`config.mk`:
```
export PLATFORM = sky130hd
export DESIGN_NAME = bech32m_address_encoder_flat
export DESIGN_NICKNAME = d
export VERILOG_FILES = /design/src/design/b32m_pkg.sv /design/src/design/b32m_in_if.sv /design/src/design/b32m_out_if.sv /design/src/design/b32m_regs.sv /design/src/design/b32m_datapath.sv /design/src/design/b32m_ctrl.sv /design/src/design/bech32m_address_encoder.sv /design/src/flat_wrapper.sv
export SDC_FILE = /design/constraint.sdc
export NUM_CORES = 1
export LEC_CHECK = 0
export ABC_AREA = 1
export BUFFER_PORTS_ARGS = -buffer_cell sky130_fd_sc_hd__buf_4
export CAP_MARGIN = 20
export CORE_UTILIZATION = 29
export DETAILED_ROUTE_END_ITERATION = 8
export PLACE_DENSITY = 0.54
export SLEW_MARGIN = 40
export SYNTH_ARGS = -nofsm -noshare
export SYNTH_HDL_FRONTEND = slang
export SYNTH_SLANG_ARGS = --single-unit
```
`constraint.sdc`:
```
create_clock -name i_clk -period 8.85 [get_ports i_clk]
set_input_delay 1.77 -clock i_clk [delete_from_list [all_inputs] [get_ports i_clk]]
set_output_delay 1.77 -clock i_clk [all_outputs]
set_load 0.03 [all_outputs]
```
`src/design/b32m_pkg.sv`:
```
// Shared types, constants and functions of the bech32m address encoder.
// Used by every module of the block; depends on nothing.
`timescale 1ns / 1ps

package b32m_pkg;

    localparam int MAX_PREFIX_CHARS = 8;
    localparam int CFG_ADDR_W       = 5;
    localparam int CFG_DATA_W       = 64;
    localparam int CKS_GROUPS       = 6;

    localparam logic [1:0] REG_PREFIX_CHARS    = 2'd0;
    localparam logic [1:0] REG_PREFIX_LENGTH   = 2'd1;
    localparam logic [1:0] REG_WITNESS_VERSION = 2'd2;

    localparam logic [55:0] PREFIX_CHARS_RST    = 56'h6362;
    localparam logic [3:0]  PREFIX_LENGTH_RST   = 4'd2;
    localparam logic [4:0]  WITNESS_VERSION_RST = 5'd1;

    localparam logic [29:0] B32M_CONST = 30'h2bc830a3;
    localparam logic [6:0]  SEP_CHAR   = 7'h31;
    localparam logic [29:0] GEN [5] = '{
        30'h3b6a57b2, 30'h26508e6d, 30'h1ea119fa, 30'h3d4233dd, 30'h2a1462b3
    };
    localparam logic [8*32-1:0] ALPHABET = "qpzry9x8gf2tvdw0s3jn54khce6mua7l";

    typedef enum logic [2:0] {
        SYM_PRE_HI = 3'd0,
        SYM_PRE_LO = 3'd1,
        SYM_ZERO   = 3'd2,
        SYM_VER    = 3'd3,
        SYM_DATA   = 3'd4,
        SYM_PAD    = 3'd5,
        SYM_CKS    = 3'd6
    } t_sym_src;

    typedef enum logic [1:0] {
        CHAR_PREFIX = 2'd0,
        CHAR_SEP    = 2'd1,
        CHAR_SYM    = 2'd2
    } t_char_src;

    typedef struct packed {
        logic [55:0] prefix_chars;
        logic [3:0]  prefix_length;
        logic [4:0]  witness_version;
    } t_cfg;

    typedef struct packed {
        logic      load;
        logic      new_run;
        logic      init_chk;
        logic      fold_en;
        logic      xor_const;
        logic      shift_cks;
        logic      data_step;
        logic      emit_en;
        logic      emit_last;
        t_sym_src  sym_src;
        t_char_src char_src;
        logic [2:0] idx;
    } t_cmd;

    typedef struct packed {
        logic       can_emit;
        logic [3:0] pre_len;
        logic       data_more;
        logic       pad_after;
        logic       is_last;
    } t_stat;

    function automatic logic [29:0] fold(input logic [29:0] chk, input logic [4:0] sym);
        logic [29:0] c;
        logic [4:0]  top;
        top = chk[29:25];
        c   = {chk[24:0], 5'b0} ^ {25'b0, sym};
        for (int i = 0; i < 5; i++) begin
            if (top[i]) begin
                c = c ^ GEN[i];
            end
        end
        return c;
    endfunction

    function automatic logic [6:0] alpha_char(input logic [4:0] sym);
        return ALPHABET[8 * (5'd31 - sym) +: 7];
    endfunction

    function automatic logic [6:0] prefix_char(input logic [55:0] pc, input logic [2:0] idx);
        logic [6:0] ch;
        ch = 7'd0;
        if (idx != 3'd7) begin
            ch = pc[8 * idx +: 7];
        end
        return ch;
    endfunction

endpackage

```
`src/design/b32m_in_if.sv`:
```
// Input channel of the bech32m encoder: one witness-program byte per item.
// Depends on nothing.
`timescale 1ns / 1ps

interface b32m_in_if;
    logic       valid;
    logic       ready;
    logic [7:0] program_byte;
    logic       is_last_byte;

    modport source (output valid, output program_byte, output is_last_byte, input ready);
    modport sink   (input valid, input program_byte, input is_last_byte, output ready);
endinterface

```
`src/design/b32m_out_if.sv`:
```
// Output channel of the bech32m encoder: one address character per item.
// Depends on nothing.
`timescale 1ns / 1ps

interface b32m_out_if;
    logic       valid;
    logic       ready;
    logic [6:0] address_char;
    logic       is_last_char;

    modport source (output valid, output address_char, output is_last_char, input ready);
    modport sink   (input valid, input address_char, input is_last_char, output ready);
endinterface

```
`src/design/b32m_regs.sv`:
```
// APB configuration registers: prefix characters, prefix length, witness version.
// Depends on b32m_pkg.
`timescale 1ns / 1ps

module b32m_regs (
    input  logic                                i_clk,
    input  logic                                i_rst_n,
    input  logic                                psel,
    input  logic                                penable,
    input  logic                                pwrite,
    input  logic [b32m_pkg::CFG_ADDR_W-1:0]     paddr,
    input  logic [b32m_pkg::CFG_DATA_W-1:0]     pwdata,
    output logic [b32m_pkg::CFG_DATA_W-1:0]     prdata,
    output logic                                pready,
    output b32m_pkg::t_cfg                      o_cfg
);

    b32m_pkg::t_cfg r_cfg;
    logic [1:0]     reg_idx;
    logic           wr_en;

    assign pready  = 1'b1;
    assign reg_idx = paddr[4:3];
    assign wr_en   = psel & penable & pwrite & pready;
    assign o_cfg   = r_cfg;

    always_ff @(posedge i_clk) begin
        if (!i_rst_n) begin
            r_cfg.prefix_chars    <= b32m_pkg::PREFIX_CHARS_RST;
            r_cfg.prefix_length   <= b32m_pkg::PREFIX_LENGTH_RST;
            r_cfg.witness_version <= b32m_pkg::WITNESS_VERSION_RST;
        end else if (wr_en) begin
            case (reg_idx)
                b32m_pkg::REG_PREFIX_CHARS:    r_cfg.prefix_chars    <= pwdata[55:0];
                b32m_pkg::REG_PREFIX_LENGTH:   r_cfg.prefix_length   <= pwdata[3:0];
                b32m_pkg::REG_WITNESS_VERSION: r_cfg.witness_version <= pwdata[4:0];
                default: ;
            endcase
        end
    end

    always_comb begin
        case (reg_idx)
            b32m_pkg::REG_PREFIX_CHARS:    prdata = {8'b0, r_cfg.prefix_chars};
            b32m_pkg::REG_PREFIX_LENGTH:   prdata = {60'b0, r_cfg.prefix_length};
            b32m_pkg::REG_WITNESS_VERSION: prdata = {59'b0, r_cfg.witness_version};
            default:                       prdata = '0;
        endcase
    end

endmodule

```
`src/design/b32m_datapath.sv`:
```
// Datapath: polymod register and fold unit, 5-bit regrouping, character
// output register. Driven by b32m_ctrl commands; depends on b32m_pkg.
`timescale 1ns / 1ps

module b32m_datapath #(
    parameter int MAX_PREFIX_CHARS = b32m_pkg::MAX_PREFIX_CHARS
) (
    input  logic              i_clk,
    input  logic              i_rst_n,
    input  b32m_pkg::t_cfg    i_cfg,
    input  b32m_pkg::t_cmd    i_cmd,
    input  logic [7:0]        i_program_byte,
    input  logic              i_is_last_byte,
    input  logic              i_out_ready,
    output b32m_pkg::t_stat   o_stat,
    output logic              o_out_valid,
    output logic [6:0]        o_address_char,
    output logic              o_is_last_char
);

    logic [29:0] r_chk, n_chk;
    logic [11:0] r_acc;
    logic [3:0]  r_bits;
    logic        r_last;
    logic        r_out_valid;
    logic [6:0]  r_char;
    logic        r_out_last;

    logic [6:0]  pch;
    logic [4:0]  sym;
    logic [6:0]  ch;
    logic [3:0]  left_mask;
    logic [3:0]  left;
    logic [3:0]  data_sh;
    logic [4:0]  data_sym;
    logic [4:0]  pad_sym;
    logic [3:0]  eff_len;

    assign pch       = b32m_pkg::prefix_char(i_cfg.prefix_chars, i_cmd.idx);
    assign left_mask = 4'((5'd1 << r_bits[2:0]) - 5'd1);
    assign left      = r_acc[3:0] & left_mask;
    assign data_sh   = r_bits - 4'd5;
    assign data_sym  = 5'(r_acc >> data_sh);
    assign pad_sym   = 5'({1'b0, left} << (3'd5 - r_bits[2:0]));

    always_comb begin
        if (i_cfg.prefix_length == 4'd0) begin
            eff_len = 4'd1;
        end else if (i_cfg.prefix_length > 4'(MAX_PREFIX_CHARS)) begin
            eff_len = 4'(MAX_PREFIX_CHARS);
        end else begin
            eff_len = i_cfg.prefix_length;
        end
    end

    always_comb begin
        case (i_cmd.sym_src)
            b32m_pkg::SYM_PRE_HI: sym = {3'b0, pch[6:5]};
            b32m_pkg::SYM_PRE_LO: sym = pch[4:0];
            b32m_pkg::SYM_ZERO:   sym = 5'd0;
            b32m_pkg::SYM_VER:    sym = i_cfg.witness_version;
            b32m_pkg::SYM_DATA:   sym = data_sym;
            b32m_pkg::SYM_PAD:    sym = pad_sym;
            b32m_pkg::SYM_CKS:    sym = r_chk[29:25];
            default:              sym = 5'd0;
        endcase
    end

    always_comb begin
        case (i_cmd.char_src)
            b32m_pkg::CHAR_PREFIX: ch = pch;
            b32m_pkg::CHAR_SEP:    ch = b32m_pkg::SEP_CHAR;
            b32m_pkg::CHAR_SYM:    ch = b32m_pkg::alpha_char(sym);
            default:               ch = 7'd0;
        endcase
    end

    always_comb begin
        n_chk = r_chk;
        if (i_cmd.init_chk) begin
            n_chk = 30'd1;
        end else if (i_cmd.fold_en) begin
            n_chk = b32m_pkg::fold(r_chk, sym) ^ (i_cmd.xor_const ? b32m_pkg::B32M_CONST : 30'd0);
        end else if (i_cmd.shift_cks) begin
            n_chk = {r_chk[24:0], 5'b0};
        end
    end

    always_ff @(posedge i_clk) begin
        r_chk <= n_chk;
        if (i_cmd.load) begin
            r_acc  <= {(i_cmd.new_run ? 4'd0 : left), i_program_byte};
            r_bits <= (i_cmd.new_run ? 4'd0 : r_bits) + 4'd8;
            r_last <= i_is_last_byte;
        end else if (i_cmd.data_step) begin
            r_bits <= data_sh;
        end
        if (i_cmd.emit_en) begin
            r_char     <= ch;
            r_out_last <= i_cmd.emit_last;
        end
    end

    always_ff @(posedge i_clk) begin
        if (!i_rst_n) begin
            r_out_valid <= 1'b0;
        end else if (i_cmd.emit_en) begin
            r_out_valid <= 1'b1;
        end else if (i_out_ready) begin
            r_out_valid <= 1'b0;
        end
    end

    assign o_stat.can_emit  = !r_out_valid | i_out_ready;
    assign o_stat.pre_len   = eff_len;
    assign o_stat.data_more = r_bits >= 4'd10;
    assign o_stat.pad_after = r_bits != 4'd5;
    assign o_stat.is_last   = r_last;

    assign o_out_valid    = r_out_valid;
    assign o_address_char = r_char;
    assign o_is_last_char = r_out_last;

endmodule

```
`src/design/b32m_ctrl.sv`:
```
// Controller state machine: sequences prefix, separator, version, data,
// padding and checksum steps. Depends on b32m_pkg.
`timescale 1ns / 1ps

module b32m_ctrl (
    input  logic            i_clk,
    input  logic            i_rst_n,
    input  logic            i_in_valid,
    output logic            o_in_ready,
    input  b32m_pkg::t_stat i_stat,
    output b32m_pkg::t_cmd  o_cmd
);

    typedef enum logic [8:0] {
        ST_IDLE   = 9'b000000001,
        ST_PRE_HI = 9'b000000010,
        ST_SEP    = 9'b000000100,
        ST_PRE_LO = 9'b000001000,
        ST_VER    = 9'b000010000,
        ST_DATA   = 9'b000100000,
        ST_PAD    = 9'b001000000,
        ST_ZERO   = 9'b010000000,
        ST_CKS    = 9'b100000000
    } t_state;

    t_state     r_state, n_state;
    logic [2:0] r_idx, n_idx;
    logic       r_run, n_run;
    logic       pre_end;
    logic       grp_end;

    assign o_in_ready = (r_state == ST_IDLE);
    assign pre_end    = ({1'b0, r_idx} + 4'd1) == i_stat.pre_len;
    assign grp_end    = r_idx == 3'(b32m_pkg::CKS_GROUPS - 1);

    always_comb begin
        n_state = r_state;
        n_idx   = r_idx;
        n_run   = r_run;
        o_cmd   = '0;
        o_cmd.sym_src  = b32m_pkg::SYM_ZERO;
        o_cmd.char_src = b32m_pkg::CHAR_SYM;
        o_cmd.idx      = r_idx;
        case (r_state)
            ST_IDLE: begin
                if (i_in_valid) begin
                    o_cmd.load     = 1'b1;
                    o_cmd.new_run  = !r_run;
                    o_cmd.init_chk = !r_run;
                    n_idx          = 3'd0;
                    n_run          = 1'b1;
                    n_state        = r_run ? ST_DATA : ST_PRE_HI;
                end
            end
            ST_PRE_HI: begin
                o_cmd.sym_src  = b32m_pkg::SYM_PRE_HI;
                o_cmd.char_src = b32m_pkg::CHAR_PREFIX;
                if (i_stat.can_emit) begin
                    o_cmd.emit_en = 1'b1;
                    o_cmd.fold_en = 1'b1;
                    if (pre_end) begin
                        n_idx   = 3'd0;
                        n_state = ST_SEP;
                    end else begin
                        n_idx = r_idx + 3'd1;
                    end
                end
            end
            ST_SEP: begin
                o_cmd.char_src = b32m_pkg::CHAR_SEP;
                if (i_stat.can_emit) begin
                    o_cmd.emit_en = 1'b1;
                    o_cmd.fold_en = 1'b1;
                    n_state       = ST_PRE_LO;
                end
            end
            ST_PRE_LO: begin
                o_cmd.sym_src = b32m_pkg::SYM_PRE_LO;
                o_cmd.fold_en = 1'b1;
                if (pre_end) begin
                    n_idx   = 3'd0;
                    n_state = ST_VER;
                end else begin
                    n_idx = r_idx + 3'd1;
                end
            end
            ST_VER: begin
                o_cmd.sym_src = b32m_pkg::SYM_VER;
                if (i_stat.can_emit) begin
                    o_cmd.emit_en = 1'b1;
                    o_cmd.fold_en = 1'b1;
                    n_state       = ST_DATA;
                end
            end
            ST_DATA: begin
                o_cmd.sym_src = b32m_pkg::SYM_DATA;
                if (i_stat.can_emit) begin
                    o_cmd.emit_en   = 1'b1;
                    o_cmd.fold_en   = 1'b1;
                    o_cmd.data_step = 1'b1;
                    if (!i_stat.data_more) begin
                        if (!i_stat.is_last) begin
                            n_state = ST_IDLE;
                        end else if (i_stat.pad_after) begin
                            n_state = ST_PAD;
                        end else begin
                            n_idx   = 3'd0;
                            n_state = ST_ZERO;
                        end
                    end
                end
            end
            ST_PAD: begin
                o_cmd.sym_src = b32m_pkg::SYM_PAD;
                if (i_stat.can_emit) begin
                    o_cmd.emit_en = 1'b1;
                    o_cmd.fold_en = 1'b1;
                    n_idx         = 3'd0;
                    n_state       = ST_ZERO;
                end
            end
            ST_ZERO: begin
                o_cmd.fold_en   = 1'b1;
                o_cmd.xor_const = grp_end;
                if (grp_end) begin
                    n_idx   = 3'd0;
                    n_state = ST_CKS;
                end else begin
                    n_idx = r_idx + 3'd1;
                end
            end
            ST_CKS: begin
                o_cmd.sym_src = b32m_pkg::SYM_CKS;
                if (i_stat.can_emit) begin
                    o_cmd.emit_en   = 1'b1;
                    o_cmd.emit_last = grp_end;
                    o_cmd.shift_cks = 1'b1;
                    if (grp_end) begin
                        n_idx   = 3'd0;
                        n_run   = 1'b0;
                        n_state = ST_IDLE;
                    end else begin
                        n_idx = r_idx + 3'd1;
                    end
                end
            end
            default: begin
                n_state = ST_IDLE;
            end
        endcase
    end

    always_ff @(posedge i_clk) begin
        if (!i_rst_n) begin
            r_state <= ST_IDLE;
            r_idx   <= 3'd0;
            r_run   <= 1'b0;
        end else begin
            r_state <= n_state;
            r_idx   <= n_idx;
            r_run   <= n_run;
        end
    end

endmodule

```
`src/design/bech32m_address_encoder.sv`:
```
// Top level of the bech32m address encoder: APB registers, controller, datapath.
// Depends on b32m_pkg, b32m_in_if, b32m_out_if, b32m_regs, b32m_ctrl, b32m_datapath.
//
//  channel   direction  handshake        payload
//  i_in      in         valid / ready    program_byte[7:0], is_last_byte
//  o_out     out        valid / ready    address_char[6:0], is_last_char
//  apb       in         psel / penable   paddr[4:0], pwdata[63:0], prdata[63:0]
//
// Each emitted character or folded symbol is one step; each byte is taken in idle.
// A first byte adds the prefix, separator, prefix-fold and version steps; a last
// byte adds a pad step where needed, six zero folds and six checksum characters.
// The fold unit in the datapath takes one 5-bit symbol per cycle while not stalled.
// Reset is synchronous, active low; it ends any run in progress.
// A stalled output holds the controller in any step that emits a character.
`timescale 1ns / 1ps

module bech32m_address_encoder #(
    parameter int MAX_PREFIX_CHARS = b32m_pkg::MAX_PREFIX_CHARS
) (
    input  logic                             i_clk,
    input  logic                             i_rst_n,
    b32m_in_if.sink                          i_in,
    b32m_out_if.source                       o_out,
    input  logic                             psel,
    input  logic                             penable,
    input  logic                             pwrite,
    input  logic [b32m_pkg::CFG_ADDR_W-1:0]  paddr,
    input  logic [b32m_pkg::CFG_DATA_W-1:0]  pwdata,
    output logic [b32m_pkg::CFG_DATA_W-1:0]  prdata,
    output logic                             pready
);

    b32m_pkg::t_cfg  cfg;
    b32m_pkg::t_cmd  cmd;
    b32m_pkg::t_stat stat;
    logic            in_ready;

    assign i_in.ready = in_ready;

    b32m_regs u_regs (
        .i_clk   (i_clk),
        .i_rst_n (i_rst_n),
        .psel    (psel),
        .penable (penable),
        .pwrite  (pwrite),
        .paddr   (paddr),
        .pwdata  (pwdata),
        .prdata  (prdata),
        .pready  (pready),
        .o_cfg   (cfg)
    );

    b32m_ctrl u_ctrl (
        .i_clk      (i_clk),
        .i_rst_n    (i_rst_n),
        .i_in_valid (i_in.valid),
        .o_in_ready (in_ready),
        .i_stat     (stat),
        .o_cmd      (cmd)
    );

    b32m_datapath #(
        .MAX_PREFIX_CHARS (MAX_PREFIX_CHARS)
    ) u_datapath (
        .i_clk          (i_clk),
        .i_rst_n        (i_rst_n),
        .i_cfg          (cfg),
        .i_cmd          (cmd),
        .i_program_byte (i_in.program_byte),
        .i_is_last_byte (i_in.is_last_byte),
        .i_out_ready    (o_out.ready),
        .o_stat         (stat),
        .o_out_valid    (o_out.valid),
        .o_address_char (o_out.address_char),
        .o_is_last_char (o_out.is_last_char)
    );

endmodule
```
`src/flat_wrapper.sv`:
```
// flat-port wrapper written by rule: the top's interface ports become plain ports
module bech32m_address_encoder_flat 
#(
    parameter int MAX_PREFIX_CHARS = b32m_pkg::MAX_PREFIX_CHARS
)
  (i_clk, i_rst_n, psel, penable, pwrite, paddr, pwdata, prdata, pready, i_in_valid, i_in_program_byte, i_in_is_last_byte, i_in_ready, o_out_valid, o_out_address_char, o_out_is_last_char, o_out_ready);
  b32m_in_if i_in_i ();
  b32m_out_if o_out_i ();
  input  logic i_clk;
  input  logic i_rst_n;
  input  logic psel;
  input  logic penable;
  input  logic pwrite;
  input  logic [b32m_pkg::CFG_ADDR_W-1:0] paddr;
  input  logic [b32m_pkg::CFG_DATA_W-1:0] pwdata;
  output logic [b32m_pkg::CFG_DATA_W-1:0] prdata;
  output logic pready;
  input wire logic [$bits(i_in_i.valid)-1:0] i_in_valid;
  input wire logic [$bits(i_in_i.program_byte)-1:0] i_in_program_byte;
  input wire logic [$bits(i_in_i.is_last_byte)-1:0] i_in_is_last_byte;
  output wire logic [$bits(i_in_i.ready)-1:0] i_in_ready;
  output wire logic [$bits(o_out_i.valid)-1:0] o_out_valid;
  output wire logic [$bits(o_out_i.address_char)-1:0] o_out_address_char;
  output wire logic [$bits(o_out_i.is_last_char)-1:0] o_out_is_last_char;
  input wire logic [$bits(o_out_i.ready)-1:0] o_out_ready;
  assign i_in_i.valid = i_in_valid;
  assign i_in_i.program_byte = i_in_program_byte;
  assign i_in_i.is_last_byte = i_in_is_last_byte;
  assign i_in_ready = i_in_i.ready;
  assign o_out_valid = o_out_i.valid;
  assign o_out_address_char = o_out_i.address_char;
  assign o_out_is_last_char = o_out_i.is_last_char;
  assign o_out_i.ready = o_out_ready;
  bech32m_address_encoder #(.MAX_PREFIX_CHARS(MAX_PREFIX_CHARS)) u_core (.i_clk(i_clk), .i_rst_n(i_rst_n), .i_in(i_in_i), .o_out(o_out_i), .psel(psel), .penable(penable), .pwrite(pwrite), .paddr(paddr), .pwdata(pwdata), .prdata(prdata), .pready(pready));
endmodule
```
==> metrics list, run 1 <==
* Result of the run: completed
* Clock tree skew after final layout: 10.5 ps
* Routed via count: 7,641
- Yosys mapped a number of flops with a built-in enable equal to 25.
- Most common flop cell mapped by yosys: sky130_fd_sc_hd__dfxtp_1
- Layout cells sized above 1: 16.9%
- In this run, the clock network consumes 24.3% of the power.
- The number of hold violations in the final report was 0.
- Summed over all nets, the switching power comes to 1330 uW.
- Fraction of power spent switching nets: 44.4%
- The Yosys step of the flow raised 0 warnings.
- Hold WC Path Type: reg -> reg
* Worst-case setup slack after placement: 3890 ps
* Number of standard cells after synthesis: 1,156
- For this block, the initial DRC count from the detailed router was 419.
* Number of synthesized register bits: 134
- Detailed placement finished with a half-perimeter wire length of 17,000 um.
* Max-slew headroom: 48.4%
- I/O Pins: 160
- The via count of the first global-routing pass was 7,193.
- From left edge to right edge, the die measures 168 um.
- Fraction of the mapped netlist area in adder cells: 1.73%
- In this run, post-CTS hold repair placed 0 buffers.
- The longest clock path from root to sink contains 2 buffers.
- The endpoint identified for the worst register-to-register timing path is u_core.u_datapath.o_address_char[0]$_DFFE_PP_.
* Overflow left after global routing: 0
- TritonCTS buffer count: 17
* Main combinational cell family by area after synthesis: simple AND/OR/NAND/NOR gates
- Critical Path Sink Type: output port
- Compared with the post-synthesis result, the final layout area differs by 22.6%.
- In this run the critical register-to-register path is launched from u_core.u_datapath.r_bits[0]$_DFFE_PP_.
* Starting density of the core: 29.6%
- For this run, the slowest stage of the critical path takes 640 ps.
- Based on the critical path, the design can be clocked at up to 189 MHz.
- PortBufs: 139
- CTS tree: built
- Finished Layout Cells: 1,614
* Internal power: 1670 uW
- Sink Count: 134
* Synth Area in XOR/XNOR: 6.22%
- Data on the critical path arrives at its endpoint at 3520 ps.
- CP Depth: 5
- Along the worst path, the maximum fanout reaches 53.
- The number of setup buffers added after CTS is 0.
- Top Family by Delay on Critical Path: buffers and inverters
* Final Critical Period: 5290 ps
* Clock slew at reported path FFs: 70 ps
* Global-route usage over all layers: 17.1%
- Async S/R FF share, synth: 0%
- Crit path buf inv count: 3
- Ant. Diodes: 0
* Worst VDD drop: 0.116 mV
* Initial antenna violation count: 0
- In this design, the critical path's most frequently occurring cell is sky130_fd_sc_hd__buf_4.
* List of cells traversed by the critical path: buf_4, nor2_1, clkinv_2, o211ai_1, buf_4
- The H-tree generated during clock tree synthesis spans 4 levels.
- FP Rows: 60
* Setup repair after global routing missed its margin: no
- The floorplan step defined a die boundary enclosing 28,100 um^2.
- Number of max-cap violations: 0
- After routing, the total negative slack on setup checks comes to 0 ps.
- The tree is rooted in a sky130_fd_sc_hd__clkbuf_16.
* Mux cell area share after synthesis: 0%
- Number of cells traversed by the worst register-to-register path: 16
* Count of nets left with antenna violations after detail routing: 0
* Power density normalized to cell area: 307 nW/um^2
* Detail-routed via count per cell: 4.73
* Portion of total power attributed to combinational logic: 44.8%
- Worst Setup Slack, final: 3560 ps
- The analysis attributes to cell leakage a power of 0.00430 uW.
- In this run the worst setup path begins at paddr[4].
- WS Path Type: in -> out
- The cell area that synthesis handed to floorplanning was 7970 um^2.
- In this run, placement finished with an instance count of 1,582.
- For this block, the routed nets add up to 23,700 um of wire.
* Setup violators final: 0
* Slew Viols, Final: 0
* Die height: 168 um
- The net count of the finished layout is 1,356.
- Total power for the finished layout comes to 3000 uW.
- The critical path ends at prdata[2].
* Period utilisation layout: 59.7%
- For the worst setup path, the data required time is 7080 ps.
- For the pin with the worst max-slew slack, the measured transition is 769 ps.
* Number of instances resized during post-cts repair: 0
- A synthesized cell averages 6.89 um^2.
- Register-to-register setup slack: 4570 ps
- The worst setup path is launched from an input pin.
- Routability-driven placement finished with a final weighted congestion of 0.855.
- First-pass iteration count of the detailed router: 5
- Synth Area in Compound Gates: 17.3%
* Flop pwr share: 30.8%
- After detailed routing, the number of remaining DRC violations is 0.
* Netlist cell types: 47
- For this design, the slowest cell found on the critical path is sky130_fd_sc_hd__clkinv_2.
* Proportion of synthesized chip area in sequential cells: 36.8%
* Floorplan core area: 27,000 um^2
* Clock latency on the worst-skew pair: 430 ps
- Wire length per cell: 14.7 um
- The first global-routing pass estimated 38,400 um of wire.
* Largest net degree at the start of global routing: 87
- Simple-Gate Fraction of Synth Area: 27.8%
-- cells in the final DEF (no fill, tap or decap), types with 2 or more instances in the layout --
cell	netlist	final
sky130_fd_sc_hd__nor2_2	7	7
sky130_fd_sc_hd__nand2_2	5	5
sky130_fd_sc_hd__nand3_2	4	4
sky130_fd_sc_hd__xnor2_1	18	18
sky130_fd_sc_hd__conb_1	2	9
sky130_fd_sc_hd__inv_6	0	6
sky130_fd_sc_hd__clkinv_4	0	2
sky130_fd_sc_hd__nand4_1	19	19
sky130_fd_sc_hd__edfxtp_1	25	25
sky130_fd_sc_hd__ha_1	11	11
sky130_fd_sc_hd__a31oi_1	5	5
sky130_fd_sc_hd__or2_2	5	5
sky130_fd_sc_hd__xor2_2	2	2
sky130_fd_sc_hd__a21oi_1	98	98
sky130_fd_sc_hd__o211ai_1	16	16
sky130_fd_sc_hd__nor2_1	145	145
sky130_fd_sc_hd__inv_2	8	8
sky130_fd_sc_hd__a22oi_1	2	2
sky130_fd_sc_hd__buf_4	12	142
sky130_fd_sc_hd__nor3_1	9	9
sky130_fd_sc_hd__a211oi_1	3	3
sky130_fd_sc_hd__o21ai_0	118	118
sky130_fd_sc_hd__clkinvlp_4	0	2
sky130_fd_sc_hd__nand2_1	195	195
sky130_fd_sc_hd__nand4_2	2	2
sky130_fd_sc_hd__inv_1	123	122
sky130_fd_sc_hd__clkbuf_16	0	17
sky130_fd_sc_hd__o21ai_1	6	6
sky130_fd_sc_hd__xor2_1	33	33
sky130_fd_sc_hd__dfxtp_1	109	108
sky130_fd_sc_hd__bufinv_16	0	2
sky130_fd_sc_hd__nand3_1	105	105
-- area by class of cell --
type / count / area, um^2
Timing Repair Buffer: 142 / 1070
Clock inverter: 14 / 163
Inverter: 132 / 497
Clock buffer: 18 / 429
Tap cell: 341 / 427
Multi-Input combinational cell: 833 / 4260
Sequential cell: 134 / 2930
Fill cell: 2876 / 17200
-- cell usage after synthesis (11+ instances only) --
master / count / area [um^2]
sky130_fd_sc_hd__clkbuf_1: 33 / 124
sky130_fd_sc_hd__dfxtp_1: 109 / 2180
sky130_fd_sc_hd__o211ai_1: 16 / 120
sky130_fd_sc_hd__buf_4: 12 / 90.1
sky130_fd_sc_hd__o21ai_0: 118 / 591
sky130_fd_sc_hd__nand3_1: 105 / 526
sky130_fd_sc_hd__inv_1: 123 / 462
sky130_fd_sc_hd__xnor2_1: 18 / 158
sky130_fd_sc_hd__a21oi_1: 98 / 490
sky130_fd_sc_hd__ha_1: 11 / 138
sky130_fd_sc_hd__buf_2: 18 / 90.1
sky130_fd_sc_hd__nand2_1: 195 / 732
sky130_fd_sc_hd__xor2_1: 33 / 289
sky130_fd_sc_hd__nor2_1: 145 / 544
sky130_fd_sc_hd__edfxtp_1: 25 / 751
sky130_fd_sc_hd__nand4_1: 19 / 119
-- per-layer routing --
layer	global-route usage [%]	part of all wire [%]
met1	23.3	49
met2	27.2	45
met3	3.14	4.8
met4	5.42	1.4
met5	0	0
-- worst min path at each step --
stage / from / end / cells after the start
after floorplan: u_core.u_regs.o_cfg[16]$_SDFFE_PN0P_ / u_core.u_regs.o_cfg[16]$_SDFFE_PN0P_ / 2
after global placement: u_core.u_regs.o_cfg[48]$_SDFFE_PN0P_ / u_core.u_regs.o_cfg[48]$_SDFFE_PN0P_ / 2
after detailed placement: u_core.u_regs.o_cfg[32]$_SDFFE_PN0P_ / u_core.u_regs.o_cfg[32]$_SDFFE_PN0P_ / 2
after CTS: u_core.u_regs.o_cfg[32]$_SDFFE_PN0P_ / u_core.u_regs.o_cfg[32]$_SDFFE_PN0P_ / 2
after global routing: u_core.u_regs.o_cfg[56]$_SDFFE_PN0P_ / u_core.u_regs.o_cfg[56]$_SDFFE_PN0P_ / 2
final: u_core.u_regs.o_cfg[64]$_SDFFE_PN0P_ / u_core.u_regs.o_cfg[64]$_SDFFE_PN0P_ / 2
-- cell families (layout without fill, tap and decap cells) --
| group | after synthesis | count (layout) |
|---|---|---|
| compound gates | 255 | 255 |
| buf+inv | 196 | 306 |
| simple gates | 504 | 504 |
| xor+xnor | 54 | 54 |
| fa+ha+maj | 11 | 11 |
| flops | 134 | 134 |
| other cells | 2 | 9 |
-- power by group through the flow --
stage	logic, uW	clock network [uW]	registers, uW
after floorplan	1090	0	859
after global placement	1320	0	936
after detailed placement	1340	0	936
after CTS	1350	746	926
after global routing	1520	773	947
final	1340	730	925
-- tightest hold or removal path, delay by kind of cell (launching register included) --
kind | cells | cell delay [ps]
DFF | 1 | 300
buffers and inverters | 1 | 60
AOI/OAI and AO/OA | 1 | 50
-- state kept, by name, indices dropped and copies added, names as in the netlist --
| register | count |
|---|---|
| u_core.u_regs.o_cfg | 65 |
| u_core.u_datapath.r_chk | 30 |
| u_core.u_datapath.r_acc | 12 |
| u_core.u_ctrl.r_state | 9 |
| u_core.u_datapath.o_address_char | 7 |
| u_core.u_datapath.r_bits | 4 |
| u_core.u_ctrl.r_idx | 3 |
| u_core.u_ctrl.r_run | 1 |
| u_core.u_datapath.o_is_last_char | 1 |
| u_core.u_datapath.o_out_valid | 1 |
| u_core.u_datapath.r_last | 1 |
-- through the flow --
stage | util [%] | hold slack (ps) | area, um^2
detailed placement | 34.1 | 446 | 9180
finish | 36.3 | 454 | 9770
global route | 36.3 | 478 | 9770
CTS | 36.2 | 456 | 9770
global placement | 34.0 | 446 | 9180
floorplan | - | 430 | 7990
No activity file was read; power rests on OpenSTA's default activity.
==> run 2, diff against run 1 <==
clock period = 5.5 ns   (was 8.85 ns; I/O delays follow)
==> metrics list, run 2 (same netlist as run 1, synthesis figures left out) <==
* Clock latency on the worst-skew pair: 430 ps
* Max-slew headroom: 50.3%
- Chip Width: 168 um
* Starting density of the core: 29.6%
* CP peak stage delay: 750 ps
* First-pass GRT wire length: 38,300 um
- The cell that appears most often on the critical path is sky130_fd_sc_hd__nand2_1.
- After floorplanning, the core was divided into 60 placement rows.
* Half-perimeter wire length of the detailed placement result: 17,000 um
- The H-tree generated during clock tree synthesis spans 4 levels.
- Power density normalized to cell area: 496 nW/um^2
- Leakage component of the power: 0.00432 uW
- DRT Wirelength: 23,600 um
- By startpoint and endpoint, the worst setup path is classified as reg -> reg.
- Initial antenna violation count: 0
* Die height: 168 um
- The first TritonRoute pass finished after 5 iterations.
- For the final database, setup skew stands at 12.2 ps.
- The layer flagged by global routing as most heavily used is met2.
- Setup slack closes at 1360 ps.
- The flow ran to the end, and the final reports show no timing, DRC or antenna violations.
* Number of max-cap violations: 0
- Largest net degree at the start of global routing: 86
* Number of flip-flops under the largest register name: 65
* Final number of hold-violating endpoints: 0
* Die Outline Area: 28,100 um^2
* Worst VDD drop: 0.223 mV
* Sum of negative setup slack: 0 ps
* Setup repair after global routing missed its margin: no
- Required time reported for the critical path endpoint: 5670 ps
- The number of slew-limit violations in the final report came to 0.
* Slowest cell on the critical path: sky130_fd_sc_hd__edfxtp_1
- The critical path goes through inv_1, ha_1, inv_1, nand3_1, nand2_1, nand2_1, nand3_1, nor2_1, a21oi_1, nand3_1, inv_1, nand2_1, nand2_1, nand2_1, nand3_1, nand2_1.
- Sink Count: 134
* Overflow left after global routing: 0
- Finished Layout Cells: 1,614
* Number of fill cells in the layout: 2,873
- Floorplan core area: 27,000 um^2
- Setup violators final: 0
- For this run, global-route usage on met1 was measured as 22.5%.
- The tree is rooted in a sky130_fd_sc_hd__clkbuf_16.
- The worst setup path is captured at a flip-flop.
- Layout cells sized above 1: 16.9%
- In the finished design, the share of the clock period the worst path needs comes to 75.4%.
* Worst-case setup slack after placement: 1350 ps
- During I/O placement, the number of pins put on the boundary was 160.
- Hold WC Path Type: reg -> reg
- Crit path launch type: flip-flop
- Number of instances resized during post-cts repair: 0
* Area of all placed cells without fillers: 9790 um^2
* Met2 demand-to-capacity share in global routing: 27.6%
* TritonCTS buffer count: 17
* Maximum clock frequency: 241 MHz
* Post-route DRC violation count: 0
- Global routing used 4.21% of the available met3 tracks.
- TritonCTS built the clock tree.
- Hold-fix buffers, CTS: 0
- Number of global-route vias before repair: 7,204
* Count of nets left with antenna violations after detail routing: 0
- From synthesis to final layout, the design area changed by 22.9%.
* Placed cell area: 9180 um^2
- STA puts the critical path data arrival time at 4320 ps.
- In the final routed layout, each cell accounts on average for 14.6 um.
* Worst Max-Slew Pin Slew: 740 ps
- In this run the tool buffered the top-level ports with 139 buffer cells.
- Global-route usage over all layers: 17.1%
* Detail-routed via count per cell: 4.79
- For this block, the via count after detailed routing is 7,724.
- The top cell types in the final layout, fill and taps aside, are sky130_fd_sc_hd__nand2_1, sky130_fd_sc_hd__nor2_1, sky130_fd_sc_hd__buf_4, sky130_fd_sc_hd__inv_1, sky130_fd_sc_hd__o21ai_0.
- Clock slew at reported path FFs: 70 ps
- In this run the worst path has a maximum fanout of 20.
- For flop-to-flop paths, the worst setup slack is 1360 ps.
- Setup Buffers After CTS: 0
* Buffers from clock root to sink, at most: 2
* Ant. Diodes: 0
* Final Critical Period: 4140 ps
* Leading cell type in the layout, fill and taps excluded: sky130_fd_sc_hd__nand2_1
- After detailed placement, the design holds a cell count of 1,582.
* Routability-driven placement congestion ratio: 0.873
- In this run, the number of DRC markers left after iteration 0 of detailed routing was 407.
- Nets: 1,356
[run 2: through the flow]
stage / power, uW / util (%) / hold WS (ps)
global placement: 3630 / 34.0 / 444
CTS: 4900 / 36.3 / 457
floorplan: 3140 / - / 430
finish: 4860 / 36.3 / 454
global route: 5260 / 36.3 / 470
detailed placement: 3660 / 34.1 / 446
[run 2: metal layers]
metal | up-vias | part of all wire, %
met4 | 0 | 1.3
met2 | 208 | 46
li1 | 3991 | -
met1 | 3508 | 47
met5 | - | 0
met3 | 17 | 5.9
[run 2: cell type report]
type,count,area [um^2],area share [%]
inverters,132,498,5.08
repair buffers,142,1070,10.9
clock buffers,18,429,4.38
flip-flops and latches,134,2930,30.0
multi-input cells,833,4260,43.4
clock inverters,14,185,1.89
well taps,341,427,4.36
[run 2: path summary, 6_finish.rpt]
kind | startpoint | to | cells past startpoint
hold / removal | u_core.u_regs.o_cfg[48]$_SDFFE_PN0P_ | u_core.u_regs.o_cfg[48]$_SDFFE_PN0P_ | 2
setup reg to reg | u_core.u_datapath.r_bits[0]$_DFFE_PP_ | u_core.u_datapath.o_address_char[0]$_DFFE_PP_ | 16
setup / recovery | u_core.u_datapath.r_bits[0]$_DFFE_PP_ | u_core.u_datapath.o_address_char[0]$_DFFE_PP_ | 16
hold reg to reg | u_core.u_regs.o_cfg[48]$_SDFFE_PN0P_ | u_core.u_regs.o_cfg[48]$_SDFFE_PN0P_ | 2
[run 2: critical path, delay by kind of cell (launching register included)]
kind | cells | cell delay (ps)
compound gates | 1 | 230
fa+ha+maj | 1 | 580
buf+inv | 3 | 1090
flops | 1 | 750
simple gates | 11 | 1250
[run 2: power breakdown]
group | switching, uW | total (uW) | internal, uW
combinational | 1400 | 2150 | 759
sequential | 245 | 1490 | 1240
clock | 488 | 1220 | 728
